$ cat config.mk
export PLATFORM = sky130hd
export DESIGN_NAME = char_lcd_4bit_interface_top_flat
export DESIGN_NICKNAME = d
export VERILOG_FILES = /design/src/rtl/core/clcd4_pkg.sv /design/src/rtl/core/clcd4_req_if.sv /design/src/rtl/core/clcd4_xfer_if.sv /design/src/rtl/core/clcd4_front.sv /design/src/rtl/core/clcd4_fifo.sv /design/src/rtl/core/clcd4_back.sv /design/src/rtl/core/char_lcd_4bit_interface_top.sv /design/src/flat_wrapper.sv
export VERILOG_INCLUDE_DIRS = /design/src /design/src/rtl/core
export SDC_FILE = /design/constraint.sdc
export NUM_CORES = 1
export LEC_CHECK = 0
export BUFFER_PORTS_ARGS = -buffer_cell sky130_fd_sc_hd__buf_2
export CAP_MARGIN = 20
export CORE_MARGIN = 4
export CORE_UTILIZATION = 50
export DETAILED_ROUTE_END_ITERATION = 8
export GPL_TIMING_DRIVEN = 0
export PLACE_DENSITY = 0.79
export SETUP_SLACK_MARGIN = 0.05
export SLEW_MARGIN = 40
export SYNTH_ARGS = -nofsm -noshare
export SYNTH_HDL_FRONTEND = slang
export SYNTH_HIERARCHICAL = 1
export SYNTH_SLANG_ARGS = --single-unit
$ cat constraint.sdc
create_clock -name clk_i -period 4.5 [get_ports clk_i]
set_input_delay 0 -clock clk_i [delete_from_list [all_inputs] [get_ports clk_i]]
set_output_delay 0 -clock clk_i [all_outputs]
set_load 0.02 [all_outputs]
$ cat src/rtl/core/assert_macros.svh
// Assertion macros shared by the character LCD controller modules.
// Each macro expects clk_i, and CLCD4_ASSERT also rst_ni, to be visible at the point of use.
`ifndef ASSERT_MACROS_SVH
`define ASSERT_MACROS_SVH

// Check a property on every clock edge once reset has been released.
`define CLCD4_ASSERT(lbl, prop) \
  lbl: assert property (@(posedge clk_i) disable iff (!rst_ni) (prop)) \
    else $error("clcd4 assertion failed");

// Check a property on every clock edge, reset included.
`define CLCD4_ASSERT_ALWAYS(lbl, prop) \
  lbl: assert property (@(posedge clk_i) (prop)) \
    else $error("clcd4 assertion failed");

`endif

$ cat src/rtl/core/clcd4_pkg.sv
// Shared types, constants and timing functions for the 4-bit character LCD controller.
// No dependencies; the front end, queue, sequencer and top level refer to it by scoped names.
package clcd4_pkg;

  localparam int unsigned WAIT_W      = 15;
  localparam int unsigned STEP_W      = 4;
  localparam int unsigned COL_W       = 6;
  localparam int unsigned QUEUE_DEPTH = 4;
  localparam int unsigned INIT_XFERS  = 12;

  localparam logic [COL_W-1:0] LINE_LENGTH_RST = 6'd16;

  // Display timing in microseconds
  localparam logic [WAIT_W-1:0] RS_SETUP_US     = 15'd10;
  localparam logic [WAIT_W-1:0] NIB_POST_US     = 15'd50;
  localparam logic [WAIT_W-1:0] DATA_SETTLE_US  = 15'd50;
  localparam logic [WAIT_W-1:0] CMD_SETTLE_US   = 15'd2000;
  localparam logic [WAIT_W-1:0] CURSOR_EXTRA_US = 15'd50;
  localparam logic [WAIT_W-1:0] CLEAR_EXTRA_US  = 15'd2000;
  localparam logic [WAIT_W-1:0] POWER_UP_US     = 15'd20000;
  localparam logic [WAIT_W-1:0] WAKE_FIRST_US   = 15'd5050;
  localparam logic [WAIT_W-1:0] WAKE_NEXT_US    = 15'd1050;

  // Display command bytes
  localparam logic [7:0] CMD_FUNC_SET  = 8'h28;
  localparam logic [7:0] CMD_DISP_ON   = 8'h0C;
  localparam logic [7:0] CMD_ENTRY     = 8'h06;
  localparam logic [7:0] CMD_CLEAR     = 8'h01;
  localparam logic [7:0] CMD_HOME      = 8'h02;
  localparam logic [7:0] CMD_DDRAM     = 8'h80;
  localparam logic [7:0] ROW1_OFFSET   = 8'h40;
  localparam logic [3:0] NIB_WAKE      = 4'h3;
  localparam logic [3:0] NIB_4BIT      = 4'h2;

  typedef enum logic [2:0] {
    FUNC_INIT   = 3'd0,
    FUNC_CMD    = 3'd1,
    FUNC_DATA   = 3'd2,
    FUNC_CHAR   = 3'd3,
    FUNC_CURSOR = 3'd4,
    FUNC_CLEAR  = 3'd5,
    FUNC_HOME   = 3'd6,
    FUNC_GLYPH  = 3'd7
  } func_e;

  // Extra settling appended after the low nibble of a byte
  typedef enum logic [1:0] {
    EXTRA_NONE   = 2'd0,
    EXTRA_CURSOR = 2'd1,
    EXTRA_CLEAR  = 2'd2
  } extra_e;

  // One queued job: either the init run or one or two bytes
  typedef struct packed {
    logic       is_init;
    logic       has_pre;
    logic [7:0] pre_byte;
    logic       rs;
    logic [7:0] main_byte;
    extra_e     extra;
  } job_t;

  typedef struct packed {
    logic              reg_select;
    logic [3:0]        nibble;
    logic [WAIT_W-1:0] pre_wait_us;
    logic [WAIT_W-1:0] post_wait_us;
    logic              last;
  } xfer_t;

  // Wait after the low nibble of a byte
  function automatic logic [WAIT_W-1:0] byte_post(input logic rs, input extra_e extra);
    logic [WAIT_W-1:0] settle;
    logic [WAIT_W-1:0] add;
    settle = rs ? DATA_SETTLE_US : CMD_SETTLE_US;
    case (extra)
      EXTRA_CURSOR: add = CURSOR_EXTRA_US;
      EXTRA_CLEAR:  add = CLEAR_EXTRA_US;
      default:      add = '0;
    endcase
    return NIB_POST_US + settle + add;
  endfunction

  // One nibble transfer of a byte
  function automatic xfer_t byte_xfer(input logic rs, input logic [7:0] b,
                                      input logic low, input extra_e extra,
                                      input logic last);
    xfer_t x;
    x.reg_select   = rs;
    x.nibble       = low ? b[3:0] : b[7:4];
    x.pre_wait_us  = low ? '0 : RS_SETUP_US;
    x.post_wait_us = low ? byte_post(rs, extra) : NIB_POST_US;
    x.last         = last;
    return x;
  endfunction

  // Power-up sequence, one entry per transfer
  function automatic xfer_t init_xfer(input logic [STEP_W-1:0] step);
    xfer_t      x;
    logic [7:0] b;
    logic       fin;
    fin = (step == STEP_W'(INIT_XFERS - 1));
    unique case (step[STEP_W-1:1])
      3'd2:    b = CMD_FUNC_SET;
      3'd3:    b = CMD_DISP_ON;
      3'd4:    b = CMD_ENTRY;
      default: b = CMD_CLEAR;
    endcase
    if (step < STEP_W'(4)) begin
      x.reg_select   = 1'b0;
      x.nibble       = (step == STEP_W'(3)) ? NIB_4BIT : NIB_WAKE;
      x.pre_wait_us  = (step == '0) ? POWER_UP_US : '0;
      x.post_wait_us = (step == '0) ? WAKE_FIRST_US : WAKE_NEXT_US;
      x.last         = 1'b0;
    end else begin
      x = byte_xfer(1'b0, b, step[0], fin ? EXTRA_CLEAR : EXTRA_NONE, fin);
    end
    return x;
  endfunction

endpackage

$ cat src/rtl/core/clcd4_req_if.sv
// Request channel of the character LCD controller: valid/ready plus request fields.
// Depends on nothing.
interface clcd4_req_if;
  logic       valid;
  logic       ready;
  logic [2:0] func;
  logic [7:0] byte_value;
  logic [5:0] target_col;
  logic       target_row;
  logic [2:0] glyph_slot;

  modport source (output valid, func, byte_value, target_col, target_row, glyph_slot,
                  input ready);
  modport sink   (input valid, func, byte_value, target_col, target_row, glyph_slot,
                  output ready);
endinterface

$ cat src/rtl/core/clcd4_xfer_if.sv
// Transfer channel of the character LCD controller: valid/ready plus nibble fields.
// Depends on nothing.
interface clcd4_xfer_if;
  logic        valid;
  logic        ready;
  logic        reg_select;
  logic [3:0]  nibble;
  logic [14:0] pre_wait_us;
  logic [14:0] post_wait_us;
  logic        last;

  modport source (output valid, reg_select, nibble, pre_wait_us, post_wait_us, last,
                  input ready);
  modport sink   (input valid, reg_select, nibble, pre_wait_us, post_wait_us, last,
                  output ready);
endinterface

$ cat src/rtl/core/clcd4_front.sv
// Front end: accepts requests, tracks the cursor, and turns each request into a job.
// Depends on clcd4_pkg and clcd4_req_if.
module clcd4_front (
  input  logic                         clk_i,
  input  logic                         rst_ni,
  input  logic                         cfg_we_i,
  input  logic [clcd4_pkg::COL_W-1:0]  cfg_wdata_i,
  clcd4_req_if.sink                    req_i,
  input  logic                         full_i,
  output logic                         push_o,
  output clcd4_pkg::job_t              job_o
);

  logic [clcd4_pkg::COL_W-1:0] line_length_q;
  logic [clcd4_pkg::COL_W-1:0] col_q, col_d;
  logic                        row_q, row_d;
  logic                        wrap;
  logic [7:0]                  addr_sum;
  clcd4_pkg::job_t             job_d;

  assign req_i.ready = !full_i;
  assign push_o      = req_i.valid && !full_i;
  assign job_o       = job_d;

  assign wrap     = (col_q >= line_length_q);
  assign addr_sum = {1'b0, req_i.target_row, 6'b0} + {2'b00, req_i.target_col};

  // Classify the request and work out the cursor that follows it
  always_comb begin
    job_d           = '0;
    job_d.extra     = clcd4_pkg::EXTRA_NONE;
    job_d.main_byte = req_i.byte_value;
    row_d           = row_q;
    col_d           = col_q;
    unique case (clcd4_pkg::func_e'(req_i.func))
      clcd4_pkg::FUNC_INIT: begin
        job_d.is_init = 1'b1;
        row_d         = 1'b0;
        col_d         = '0;
      end
      clcd4_pkg::FUNC_CMD: begin
        job_d.rs = 1'b0;
      end
      clcd4_pkg::FUNC_DATA: begin
        job_d.rs = 1'b1;
      end
      clcd4_pkg::FUNC_CHAR: begin
        job_d.rs = 1'b1;
        if (wrap) begin
          job_d.has_pre  = 1'b1;
          job_d.pre_byte = clcd4_pkg::CMD_DDRAM | (row_q ? 8'h00 : clcd4_pkg::ROW1_OFFSET);
          row_d          = !row_q;
          col_d          = clcd4_pkg::COL_W'(1);
        end else begin
          col_d = col_q + clcd4_pkg::COL_W'(1);
        end
      end
      clcd4_pkg::FUNC_CURSOR: begin
        job_d.main_byte = clcd4_pkg::CMD_DDRAM | addr_sum;
        job_d.extra     = clcd4_pkg::EXTRA_CURSOR;
        row_d           = req_i.target_row;
        col_d           = req_i.target_col;
      end
      clcd4_pkg::FUNC_CLEAR: begin
        job_d.main_byte = clcd4_pkg::CMD_CLEAR;
        job_d.extra     = clcd4_pkg::EXTRA_CLEAR;
        row_d           = 1'b0;
        col_d           = '0;
      end
      clcd4_pkg::FUNC_HOME: begin
        job_d.main_byte = clcd4_pkg::CMD_HOME;
        job_d.extra     = clcd4_pkg::EXTRA_CLEAR;
        row_d           = 1'b0;
        col_d           = '0;
      end
      clcd4_pkg::FUNC_GLYPH: begin
        job_d.main_byte = {2'b01, req_i.glyph_slot, 3'b000};
      end
    endcase
  end

  // Hold the line length and the cursor
  always_ff @(posedge clk_i or negedge rst_ni) begin
    if (!rst_ni) begin
      line_length_q <= clcd4_pkg::LINE_LENGTH_RST;
      row_q         <= 1'b0;
      col_q         <= '0;
    end else begin
      if (cfg_we_i) begin
        line_length_q <= cfg_wdata_i;
      end
      if (push_o) begin
        row_q <= row_d;
        col_q <= col_d;
      end
    end
  end

endmodule

$ cat src/rtl/core/clcd4_fifo.sv
// Job queue between the front end and the transfer sequencer.
// Depends on clcd4_pkg and assert_macros.svh.
`include "assert_macros.svh"
module clcd4_fifo #(
  parameter int unsigned Depth = clcd4_pkg::QUEUE_DEPTH
) (
  input  logic            clk_i,
  input  logic            rst_ni,
  input  logic            push_i,
  input  clcd4_pkg::job_t job_i,
  output logic            full_o,
  input  logic            pop_i,
  output logic            valid_o,
  output clcd4_pkg::job_t job_o
);

  localparam int unsigned PtrW = (Depth > 1) ? $clog2(Depth) : 1;
  localparam int unsigned CntW = $clog2(Depth + 1);

  clcd4_pkg::job_t mem_q [Depth];
  logic [PtrW-1:0] wr_ptr_q, rd_ptr_q;
  logic [CntW-1:0] count_q;

  assign full_o  = (count_q == CntW'(Depth));
  assign valid_o = (count_q != '0);
  assign job_o   = mem_q[rd_ptr_q];

  // Store pushed jobs
  always_ff @(posedge clk_i) begin
    if (push_i) begin
      mem_q[wr_ptr_q] <= job_i;
    end
  end

  // Advance pointers and occupancy
  always_ff @(posedge clk_i or negedge rst_ni) begin
    if (!rst_ni) begin
      wr_ptr_q <= '0;
      rd_ptr_q <= '0;
      count_q  <= '0;
    end else begin
      if (push_i) begin
        wr_ptr_q <= (wr_ptr_q == PtrW'(Depth - 1)) ? '0 : wr_ptr_q + PtrW'(1);
      end
      if (pop_i) begin
        rd_ptr_q <= (rd_ptr_q == PtrW'(Depth - 1)) ? '0 : rd_ptr_q + PtrW'(1);
      end
      if (push_i && !pop_i) begin
        count_q <= count_q + CntW'(1);
      end else if (pop_i && !push_i) begin
        count_q <= count_q - CntW'(1);
      end
    end
  end

  `CLCD4_ASSERT(a_count_bound, count_q <= CntW'(Depth))
  `CLCD4_ASSERT(a_no_pop_empty, pop_i |-> count_q != '0)
  `CLCD4_ASSERT(a_no_push_full, push_i |-> !full_o)

endmodule

$ cat src/rtl/core/clcd4_back.sv
// Transfer sequencer: walks the head job nibble by nibble into a registered output.
// Depends on clcd4_pkg, clcd4_xfer_if and assert_macros.svh.
`include "assert_macros.svh"
module clcd4_back (
  input  logic            clk_i,
  input  logic            rst_ni,
  input  logic            valid_i,
  input  clcd4_pkg::job_t job_i,
  output logic            pop_o,
  clcd4_xfer_if.source    xfer_o
);

  logic [clcd4_pkg::STEP_W-1:0] step_q;
  logic [clcd4_pkg::STEP_W-1:0] total;
  logic                         load;
  logic                         on_pre;
  clcd4_pkg::xfer_t             gen;
  clcd4_pkg::xfer_t             out_q;
  logic                         out_valid_q;

  assign load  = valid_i && (!out_valid_q || xfer_o.ready);
  assign pop_o = load && gen.last;

  assign total  = job_i.is_init ? clcd4_pkg::STEP_W'(clcd4_pkg::INIT_XFERS)
                : (job_i.has_pre ? clcd4_pkg::STEP_W'(4) : clcd4_pkg::STEP_W'(2));
  assign on_pre = job_i.has_pre && !step_q[1];

  // Build the transfer for the current step
  always_comb begin
    if (job_i.is_init) begin
      gen = clcd4_pkg::init_xfer(step_q);
    end else if (on_pre) begin
      gen = clcd4_pkg::byte_xfer(1'b0, job_i.pre_byte, step_q[0],
                                 clcd4_pkg::EXTRA_CURSOR, 1'b0);
    end else begin
      gen = clcd4_pkg::byte_xfer(job_i.rs, job_i.main_byte, step_q[0], job_i.extra,
                                 step_q == total - clcd4_pkg::STEP_W'(1));
    end
  end

  // Advance the step; drop back to zero when the job is done
  always_ff @(posedge clk_i or negedge rst_ni) begin
    if (!rst_ni) begin
      step_q      <= '0;
      out_valid_q <= 1'b0;
    end else begin
      if (load) begin
        step_q <= gen.last ? '0 : step_q + clcd4_pkg::STEP_W'(1);
      end
      if (load) begin
        out_valid_q <= 1'b1;
      end else if (xfer_o.ready) begin
        out_valid_q <= 1'b0;
      end
    end
  end

  // Output register payload
  always_ff @(posedge clk_i) begin
    if (load) begin
      out_q <= gen;
    end
  end

  assign xfer_o.valid        = out_valid_q;
  assign xfer_o.reg_select   = out_q.reg_select;
  assign xfer_o.nibble       = out_q.nibble;
  assign xfer_o.pre_wait_us  = out_q.pre_wait_us;
  assign xfer_o.post_wait_us = out_q.post_wait_us;
  assign xfer_o.last         = out_q.last;

  `CLCD4_ASSERT(a_step_in_job, valid_i |-> step_q < total)
  `CLCD4_ASSERT(a_pop_last, pop_o |=> out_valid_q && xfer_o.last)
  `CLCD4_ASSERT(a_idle_step, !valid_i |-> step_q == '0)

endmodule

$ cat src/rtl/core/char_lcd_4bit_interface_top.sv
// Top level of the 4-bit character LCD controller: front end, job queue, sequencer.
// Depends on clcd4_pkg, clcd4_req_if, clcd4_xfer_if, clcd4_front, clcd4_fifo, clcd4_back.
//
// Each request on req_i becomes a run of nibble transfers on xfer_o, each with
// its RS level, nibble and the microsecond waits around its enable pulse;
// last marks the final transfer of a request. The front end takes one request
// per cycle while the job queue (QueueDepth entries) has room, and tracks the
// cursor so that character writes wrap to the other row. The sequencer emits
// one transfer per cycle into a registered output while xfer_o is ready, so a
// request takes 2 transfers, 4 for a character write that wraps, and 12 for
// init; the sustained rate is set by that sequencer. line_length is written
// through cfg_we_i and cfg_wdata_i and resets to 16. No clearing pass runs after reset.
module char_lcd_4bit_interface_top #(
  parameter int unsigned QueueDepth = clcd4_pkg::QUEUE_DEPTH
) (
  input  logic                        clk_i,
  input  logic                        rst_ni,
  input  logic                        cfg_we_i,
  input  logic [clcd4_pkg::COL_W-1:0] cfg_wdata_i,
  clcd4_req_if.sink                   req_i,
  clcd4_xfer_if.source                xfer_o
);

  logic            push, full, pop, job_valid;
  clcd4_pkg::job_t push_job, head_job;

  // Accept and classify requests
  clcd4_front u_front (
    .clk_i       (clk_i),
    .rst_ni      (rst_ni),
    .cfg_we_i    (cfg_we_i),
    .cfg_wdata_i (cfg_wdata_i),
    .req_i       (req_i),
    .full_i      (full),
    .push_o      (push),
    .job_o       (push_job)
  );

  // Decouple front end and sequencer
  clcd4_fifo #(
    .Depth (QueueDepth)
  ) u_fifo (
    .clk_i   (clk_i),
    .rst_ni  (rst_ni),
    .push_i  (push),
    .job_i   (push_job),
    .full_o  (full),
    .pop_i   (pop),
    .valid_o (job_valid),
    .job_o   (head_job)
  );

  // Emit transfers
  clcd4_back u_back (
    .clk_i   (clk_i),
    .rst_ni  (rst_ni),
    .valid_i (job_valid),
    .job_i   (head_job),
    .pop_o   (pop),
    .xfer_o  (xfer_o)
  );

endmodule
$ cat src/flat_wrapper.sv
// flat-port wrapper written by rule: the top's interface ports become plain ports
module char_lcd_4bit_interface_top_flat 
#(
  parameter int unsigned QueueDepth = clcd4_pkg::QUEUE_DEPTH
)
  (clk_i, rst_ni, cfg_we_i, cfg_wdata_i, req_i_valid, req_i_func, req_i_byte_value, req_i_target_col, req_i_target_row, req_i_glyph_slot, req_i_ready, xfer_o_valid, xfer_o_reg_select, xfer_o_nibble, xfer_o_pre_wait_us, xfer_o_post_wait_us, xfer_o_last, xfer_o_ready);
  clcd4_req_if req_i_i ();
  clcd4_xfer_if xfer_o_i ();
  input  logic clk_i;
  input  logic rst_ni;
  input  logic cfg_we_i;
  input  logic [clcd4_pkg::COL_W-1:0] cfg_wdata_i;
  input wire logic [$bits(req_i_i.valid)-1:0] req_i_valid;
  input wire logic [$bits(req_i_i.func)-1:0] req_i_func;
  input wire logic [$bits(req_i_i.byte_value)-1:0] req_i_byte_value;
  input wire logic [$bits(req_i_i.target_col)-1:0] req_i_target_col;
  input wire logic [$bits(req_i_i.target_row)-1:0] req_i_target_row;
  input wire logic [$bits(req_i_i.glyph_slot)-1:0] req_i_glyph_slot;
  output wire logic [$bits(req_i_i.ready)-1:0] req_i_ready;
  output wire logic [$bits(xfer_o_i.valid)-1:0] xfer_o_valid;
  output wire logic [$bits(xfer_o_i.reg_select)-1:0] xfer_o_reg_select;
  output wire logic [$bits(xfer_o_i.nibble)-1:0] xfer_o_nibble;
  output wire logic [$bits(xfer_o_i.pre_wait_us)-1:0] xfer_o_pre_wait_us;
  output wire logic [$bits(xfer_o_i.post_wait_us)-1:0] xfer_o_post_wait_us;
  output wire logic [$bits(xfer_o_i.last)-1:0] xfer_o_last;
  input wire logic [$bits(xfer_o_i.ready)-1:0] xfer_o_ready;
  assign req_i_i.valid = req_i_valid;
  assign req_i_i.func = req_i_func;
  assign req_i_i.byte_value = req_i_byte_value;
  assign req_i_i.target_col = req_i_target_col;
  assign req_i_i.target_row = req_i_target_row;
  assign req_i_i.glyph_slot = req_i_glyph_slot;
  assign req_i_ready = req_i_i.ready;
  assign xfer_o_valid = xfer_o_i.valid;
  assign xfer_o_reg_select = xfer_o_i.reg_select;
  assign xfer_o_nibble = xfer_o_i.nibble;
  assign xfer_o_pre_wait_us = xfer_o_i.pre_wait_us;
  assign xfer_o_post_wait_us = xfer_o_i.post_wait_us;
  assign xfer_o_last = xfer_o_i.last;
  assign xfer_o_i.ready = xfer_o_ready;
  char_lcd_4bit_interface_top #(.QueueDepth(QueueDepth)) u_core (.clk_i(clk_i), .rst_ni(rst_ni), .cfg_we_i(cfg_we_i), .cfg_wdata_i(cfg_wdata_i), .req_i(req_i_i), .xfer_o(xfer_o_i));
endmodule
# Word-level counts from Yosys, hierarchy flattened
# Memory sizes are Yosys's and may differ from the RTL's.
# Cells that the tools add are included.
dict set report word_totals {
  regBits 61
  latchBits 0
  mem_bits_rw 84
  romBits 0
  inputBits 32
  out_inout_bits 38
  word_cells 118
  n_memories 1
}
# memory words width read_ports rd_ports_with_merged_regs write_ports line_no
set mem_list {}
lappend mem_list {u_core.u_fifo.mem_q 4 21 1 0 1 clcd4_fifo.sv:20} ;# clcd4_pkg::job_t mem_q [Depth];
dict set report op_classes {
  add_sub_neg 12
  n_mul 0
  n_div 0
  n_lt_le_gt_ge 2
  eq_ne 20
  n_shift 0
  mux 46
  bitwise_logic 0
  n_reduce_logical 24
}
# op n
set ops {}
lappend ops {{$mux 15} 10}
lappend ops {{$mux 36} 2}
lappend ops {{$pmux 11 s2} 2}
lappend ops {{$pmux 6 s3} 2}
lappend ops {{$mux 35} 1}
lappend ops {{$pmux 8 s4} 1}
lappend ops {{$add 12x15->15 const A} 2}
lappend ops {{$mux 4} 6}
lappend ops {{$eq 3x3->1 const B} 6}
lappend ops {{$mux 9} 2}
lappend ops {{$add 12x15->15} 1}
lappend ops {{$mux 13} 1}
lappend ops {{$add 6x11->12 const A} 1}
lappend ops {{$eq 3x2->1 const B} 4}
lappend ops {{$mux 11} 1}
lappend ops {{$mux 3} 3}
lappend ops {{$eq 2x2->1 const B} 4}
lappend ops {{$mux 1} 8}
lappend ops {{$add 7x6->7} 1}
lappend ops {{$mux 7} 1}
lappend ops {{$add 6x1->6 const B} 1}
lappend ops {{$ge 6x6->1} 1}
lappend ops {{$logic_and 1x1->1} 6}
lappend ops {{$logic_not 1->1} 6}
lappend ops {{24 further kinds} 31}

# Logic depth before layout (Yosys ltp)
# Gate-level depths: netlist of the first run.
dict set report logic_depth {
  word_depth 14
  mapped_depth 14
  depth_no_buf 11
}

# Cells and area by module
# The synthesis of the first run kept the hierarchy.
# mod instances cells_each area_per_inst_um2 seq_area_each_um2
set by_module_without_submodules {}
lappend by_module_without_submodules {clcd4_fifo 1 147 3482.1 2697.6}
lappend by_module_without_submodules {clcd4_back 1 147 1569.0 695.7}
lappend by_module_without_submodules {clcd4_front 1 137 1097.3 326.6}

# Worst setup path before layout of the first run
# Ideal clock, no wire load.
dict set report synth_path {
  kind {register -> register}
  startpoint {register u_core.u_fifo.rd_ptr_q[0]}
  endpoint {register u_core.u_fifo.count_q[1]}
  setup_ns 0.125
  arrival_time_ns 2.762
  required_time_ns 4.375
  path_slack_ns 1.613
  stages_incl_launch_ff 13
  path_buffers 3
  period_less_slack_ns 2.887
  path_cell_list {dfrtp_1 buf_6 buf_12 mux4_2 buf_4 nor2b_1 a31oi_1 nor2b_1 inv_1 ha_1 inv_1 fa_1 mux2_2}
}
# element line_no
set synth_lines {}
lappend synth_lines {{from (decl)} clcd4_fifo.sv:21} ;# logic [PtrW-1:0] wr_ptr_q, rd_ptr_q;
lappend synth_lines {{from (signal assigned)} clcd4_fifo.sv:46} ;# rd_ptr_q <= (rd_ptr_q == PtrW'(Depth - 1)) ? '0 : rd_ptr_q + PtrW'(1);
lappend synth_lines {{to (signal assigned)} clcd4_fifo.sv:49} ;# count_q <= count_q + CntW'(1);
lappend synth_lines {{to (signal assigned)} clcd4_fifo.sv:51} ;# count_q <= count_q - CntW'(1);
lappend synth_lines {{to (decl)} clcd4_fifo.sv:22} ;# logic [CntW-1:0] count_q;

==> results.ini, run 1 <==
[status]
status=completed

[global_routing]
track_usage_pct=17.92
grt_overflow=0
grt_pass1_wl_mm=19.46
antenna_found_initial=0
grt_max_degree=26
grt_pass1_vias=3905

[floorplan]
ios=70
rows=40
initial_utilization_pct=51.19
die_area_um2=14130
core_um2=12010
die_w_um=118.9
die_height_um=118.9

[synth]
synthArstFlopShare_pct=19.53
synth_top_family_by_area=multiplexers
ys_warn_count=6
netlist.top_cell.by_area=edfxtp_1
yosysUniqueCellTypes=63
ys_seq_area_share_pct=60.50
yosys.area_share.simple_pct=7.509
synth_mux_area_share_pct=10.95
synth_fa_ha_area_share_pct=5.332
synth-seq-cells=128
syn_area_per_cell_um2=14.27
synth_area_um2=6148
synth-edff-count=103
synth_top_area_share_pct=50.31
synth_xor_area_share_pct=0.8547
syn_inst=431
synthFlopType=edfxtp_1
synth.area.top_cells=edfxtp_1 50%, dfrtp_1 9.8%, mux4_2 6.6%
synth-compound-area-share_pct=7.448

[clock_tree]
cts_setup_buffers=0
clkTransAtPathRegs_ps=60
numCtsBuffers=17
holdBufCountCts=18
ctsResizeCount=0
cts.path.max_buffers=2
cts_num_sinks=128
clk_latency_ps=410
cts_tree=yes
htreeDepth=4
root_buffer=clkbuf_16

[critical_path]
cp-start-kind=flip-flop
crit_type=reg -> reg
critPathMaxFanout=10
reg2reg_slack_ps=1110
required_ps=4790
r2r_cells=12
timing.rr.end=u_core/u_fifo/count_q[1]
timing.rr.start=u_core/u_fifo/rd_ptr_q[0]
cp-startpoint=u_core/u_fifo/rd_ptr_q[0]
end_kind=flip-flop
crit_arrival_ps=3680

[detailed_routing]
drt_pass1_iterations=4
vias_per_cell=5.365
vias=3750
drtIter0Drc=215
antenna_left=0
finalWirelength_mm=11.73
remaining_drc_errors=0
drt-wirelength-per-cell_um=16.78

[sta]
skew_ps=7.183
rsz0062_at_grt=false
relSlewSlack_pct=50.10
max_slew.worst_pin.slew_ps=747.0
slew_viol_final=0
hold_violations=0
setup_viol_count_final=0
period_needed_ps=3385
clock.fmax_mhz=295.4
finalSetupTns_ps=0
min_period_over_period_pct=75.23
hold_ws_ps=32.34

[cells_and_area]
final_common_cell=edfxtp_1
antenna_cells=0
layout_common_cells=103 x edfxtp_1, 61 x buf_2, 33 x inv_1
layout-drive-gt1-share_pct=30.43
synthToLayoutAreaGrowth_pct=21.04
final_nets=596

[job]
drv_cap=0

[worst_hold_path]
hp-start=req_i_byte_value[5]
hp-class=in -> reg
whs_endpoint=u_core/u_fifo/mem_q[0][7]
hold-path-cell-count=3

[power]
power.density_nw_per_um2=668.6
power_leakage_nw=3.004
vdd_drop_max_uv=265.6

[placed_design]
dp_hpwl_mm=8.133
io_buffers=56
gp_congestion=0.8741

cells by family (layout without fill, tap and decap cells):
family | count (synthesis) | after routing
mux | 38 | 38
flops | 128 | 128
other cells | 2 | 17
buf+inv | 75 | 181
compound gates | 68 | 68
fa+ha+maj | 25 | 25
xor+xnor | 6 | 6
simple gates | 89 | 89
cell type report:
class                   count  area (µm²)
fillers                   902        4569
flip-flops and latches    128        3720
multi-input cells         243        2043
repair buffers             74       460.4
clock buffers              17       425.4
plain buffers              40       316.6
well taps                 147       183.9
clock inverters            15       161.4
inverters                  35       131.4
cell usage after synthesis (all sizes together) (5+ instances only):
library cell,instances
nand4,5
mux4,21
ha,23
a22oi,5
nor2,23
buf,38
nand3,8
inv,34
and2,6
o21ai,20
nand2b,6
mux2,12
edfxtp,103
nor2b,7
nand2,18
mux2i,5
dfrtp,24
a21oi,15
worst max path at each step:
| stage | end | cells after the start |
|---|---|---|
| 2_1_floorplan | u_core/u_fifo/count_q[1] | 12 |
| 3_3_place_gp | u_core/u_fifo/count_q[1] | 12 |
| 3_5_place_dp | u_core/u_fifo/count_q[1] | 12 |
| 4_1_cts | u_core/u_fifo/count_q[1] | 12 |
| 5_1_grt | u_core/u_fifo/count_q[1] | 12 |
| 6_report | u_core/u_fifo/count_q[1] | 12 |
sequential cells by signal, indices dropped and copies added (netlist names):
register and flops:
u_core/u_fifo/count_q 3, u_core/u_fifo/wr_ptr_q 2, u_core/u_front/row_q 1, u_core/u_front/col_q 6, u_core/u_back/xfer_o.reg_select 1, u_core/u_back/xfer_o.post_wait_us 11, u_core/u_back/xfer_o.valid 1, u_core/u_back/xfer_o.pre_wait_us 2
u_core/u_back/xfer_o.last 1, u_core/u_fifo/mem_q 84, u_core/u_back/xfer_o.nibble 4, u_core/u_fifo/rd_ptr_q 2, u_core/u_front/line_length_q 6, u_core/u_back/step_q 4
power breakdown:
part | switching [mW] | total [mW] | leakage, nW | internal, mW
clock network | 0.523 | 1.34 | 0.277 | 0.821
registers | 0.141 | 1.81 | 1.27 | 1.67
logic | 1.03 | 1.82 | 1.46 | 0.795
total | 1.69 | 4.98 | 3.00 | 3.29
routing by layer:
layer / vias to the layer above / global-route usage, % / wire length [µm]
met4: 0 / 7.314 / 267
li1: 1787 / - / -
met2: 103 / 30.23 / 5855
met5: - / 0 / 0
met3: 22 / 5.271 / 578
met1: 1838 / 21.65 / 5024
worst max-delay path, cell delays in order (launching register included):
cell	delay, ps
dfrtp_1	360
buf_6	150
buf_12	160
mux4_2	520
buf_4	200
nor2b_1	290
a31oi_1	190
nor2b_1	340
inv_1	80
ha_1	220
inv_1	70
fa_1	410
mux2_2	270
metrics by stage:
stage	power (mW)	setup WS (ps)	instance area (µm²)	utilization, %	std cells
final	4.976	1115	7442	61.96	699
after global routing	5.284	876.7	7442	61.96	699
after CTS	5.024	1061	7442	61.96	699
after detailed placement	3.650	1096	6675	55.57	649
after global placement	3.594	1136	6669	55.52	649
after floorplan	3.140	1613	6205	-	446
Note: power is estimated with default switching activity, not from simulation.
==> run 2: changes to the inputs <==
Settings changed: PLACE_DENSITY 0.79 to 0.82.
Clock period 4.5 ns to 2.85 ns, I/O delays scaled along.
==> results.ini, run 2 (synthesis gave the netlist of run 1 again) <==
[status]
status=completed

[critical_path]
cp-start-kind=flip-flop
end_kind=flip-flop
crit_arrival_ps=3100  ; -580 ps
crit_type=reg -> reg
required_ps=3150  ; -1640 ps
critPathMaxFanout=3  ; -7

[job]
drv_cap=0  ; unchanged

[power]
power.density_nw_per_um2=1060  ; +59%
p_sw_share_pct=33.53  ; -0.43 points
power.total_mw=8.035  ; +61%
pwr-share-seq_pct=35.7  ; -0.7 points
power.switching_mw=2.694  ; +59%
p_comb_share_pct=38.5  ; +1.9 points
internal-power_mw=5.341  ; +63%
vdd_drop_max_uv=408.5  ; +54%
pwr-share-clk_pct=25.7  ; -1.3 points
power_leakage_nw=3.077  ; +2.4%

[cells_and_area]
final_common_cell=edfxtp_1
finalInstanceArea_um2=7582  ; +1.9%
fillers=875  ; -3.0%
synthToLayoutAreaGrowth_pct=23.32
layout-drive-gt1-share_pct=33.27  ; +2.8 points
largest-register=u_core/u_fifo/mem_q
largest_reg_flops=84  ; unchanged
layout_common_cells=103 x edfxtp_1, 60 x buf_2, 41 x buf_4
final_nets=609  ; +2.2%
antenna_cells=0  ; unchanged

[detailed_routing]
drtIter0Drc=250  ; +16%
drt-wirelength-per-cell_um=16.93  ; +0.92%
antenna_left=0  ; unchanged
remaining_drc_errors=0  ; unchanged
vias=3846  ; +2.6%
wl_met2_mm=6.247  ; +6.7%
route.met3.wl_um=632  ; +9.3%
highest_layer=met4
met1_length_mm=4.944  ; -1.6%
finalWirelength_mm=12.05  ; +2.8%
drt_pass1_iterations=4  ; unchanged
vias_per_cell=5.402  ; +0.69%

[sta]
hold_violations=0  ; unchanged
setup_viol_count_final=0  ; unchanged
clock.fmax_mhz=356.5  ; +21%
fin_ws_ps=44.74  ; -1070 ps
slew_viol_final=0  ; unchanged
period_needed_ps=2805  ; -580.2 ps
rsz0062_at_grt=true
relSlewSlack_pct=57.34  ; +7.2 points
min_period_over_period_pct=98.43  ; +23 points
skew_ps=6.214  ; -0.9688 ps
hold_ws_ps=30.34  ; -2.000 ps
max_slew.worst_pin.slew_ps=639.9  ; -107.2 ps

[clock_tree]
numCtsBuffers=17  ; unchanged
cts_num_sinks=128  ; unchanged
cts_tree=yes
clkTransAtPathRegs_ps=50  ; about the same
root_buffer=clkbuf_16
clk_latency_ps=420  ; about the same
cts.path.max_buffers=2  ; unchanged
htreeDepth=4  ; unchanged

[floorplan]
rows=40  ; unchanged
initial_utilization_pct=51.19  ; unchanged
die_w_um=118.9  ; unchanged
ios=70  ; unchanged
die_height_um=118.9  ; unchanged
core_um2=12010  ; unchanged
die_area_um2=14130  ; unchanged

[global_routing]
antenna_found_initial=0  ; unchanged
track_usage_pct=17.84  ; -0.088 points
grt_pass1_wl_mm=19.40  ; -0.35%
grt_overflow=0  ; unchanged
grt_pass1_vias=3868  ; -0.95%
grt_max_degree=26  ; unchanged

[placed_design]
io_buffers=56  ; unchanged
dp_slack_ps=-384.5  ; -1481 ps
dp_hpwl_mm=8.111  ; -0.28%
place_area_um2=6685  ; +0.15%
gp_congestion=0.8933  ; +2.2%

[worst_hold_path]
hp-class=in -> reg

run 2: power by group through the flow:
stage | clock (mW) | combinational [mW] | sequential (mW)
after CTS | 2.10 | 3.01 | 2.87
after detailed placement | 0 | 2.86 | 2.91
after global placement | 0 | 2.79 | 2.88
after floorplan | 0 | 1.95 | 3.02
after global routing | 2.19 | 3.38 | 2.92
final | 2.07 | 3.10 | 2.87
run 2: timing repair:
item | 4_1_cts | 5_1_grt
hold endpoints to repair | 49 | 0
setup buffers | 9 | 6
gates cloned | 0 | 0
hold buffers | 17 | 0
resized for setup | 7 | 2
endpoints found under the setup margin | 2 | 2
pin swaps | 2 | 4
run 2: layer usage:
| layer | track usage (%) | vias to the layer above |
|---|---|---|
| met1 | 21.30 | 1881 |
| met5 | 0 | - |
| li1 | - | 1816 |
| met2 | 30.98 | 129 |
| met4 | 7.314 | 0 |
| met3 | 4.368 | 20 |
run 2: layout make-up:
cell class / count / area [µm²] / share of cell area (%)
Multi-Input combinational cell: 243 / 2083 / 27.48
Timing Repair Buffer: 88 / 588.1 / 7.756
Clock buffer: 18 / 429.2 / 5.660
Clock inverter: 14 / 142.6 / 1.881
Buffer: 39 / 302.8 / 3.993
Inverter: 35 / 131.4 / 1.733
Tap cell: 147 / 183.9 / 2.426
Sequential cell: 128 / 3721 / 49.08
run 2: critical path, stage by stage, from the launching register on:
cell and delay (ps):
dfrtp_1 370, buf_6 120, mux4_2 530, buf_6 150, buf_12 120, nor2b_4 150, a31oi_4 100, nor2b_2 150
inv_1 60, ha_2 170, inv_2 60, fa_2 430, mux2_2 280
run 2: metrics by stage:
| stage | util, % | instances | setup TNS (ps) |
|---|---|---|---|
| floorplan | - | 446 | 0 |
| global placement | 55.61 | 649 | -492.6 |
| detailed placement | 55.66 | 649 | -613.8 |
| CTS | 62.60 | 707 | 0 |
| global route | 63.13 | 712 | -85.60 |
| finish | 63.13 | 712 | 0 |
run 2: path summary, 6_finish.rpt:
path	from	end	slack [ps]	cells after the start
worst max-delay path	u_core/u_fifo/rd_ptr_q[0]	u_core/u_fifo/count_q[1]	40	12
worst min-delay path	req_i_byte_value[5]	u_core/u_fifo/mem_q[2][7]	30	3
worst max register to register	u_core/u_fifo/rd_ptr_q[0]	u_core/u_fifo/count_q[1]	40	12
worst min register to register	u_core/u_fifo/count_q[2]	u_core/u_fifo/count_q[2]	490	1
max in group asynchronous	rst_ni	u_core/u_fifo/rd_ptr_q[1]	2230	2
min in group asynchronous	rst_ni	u_core/u_front/line_length_q[2]	160	2
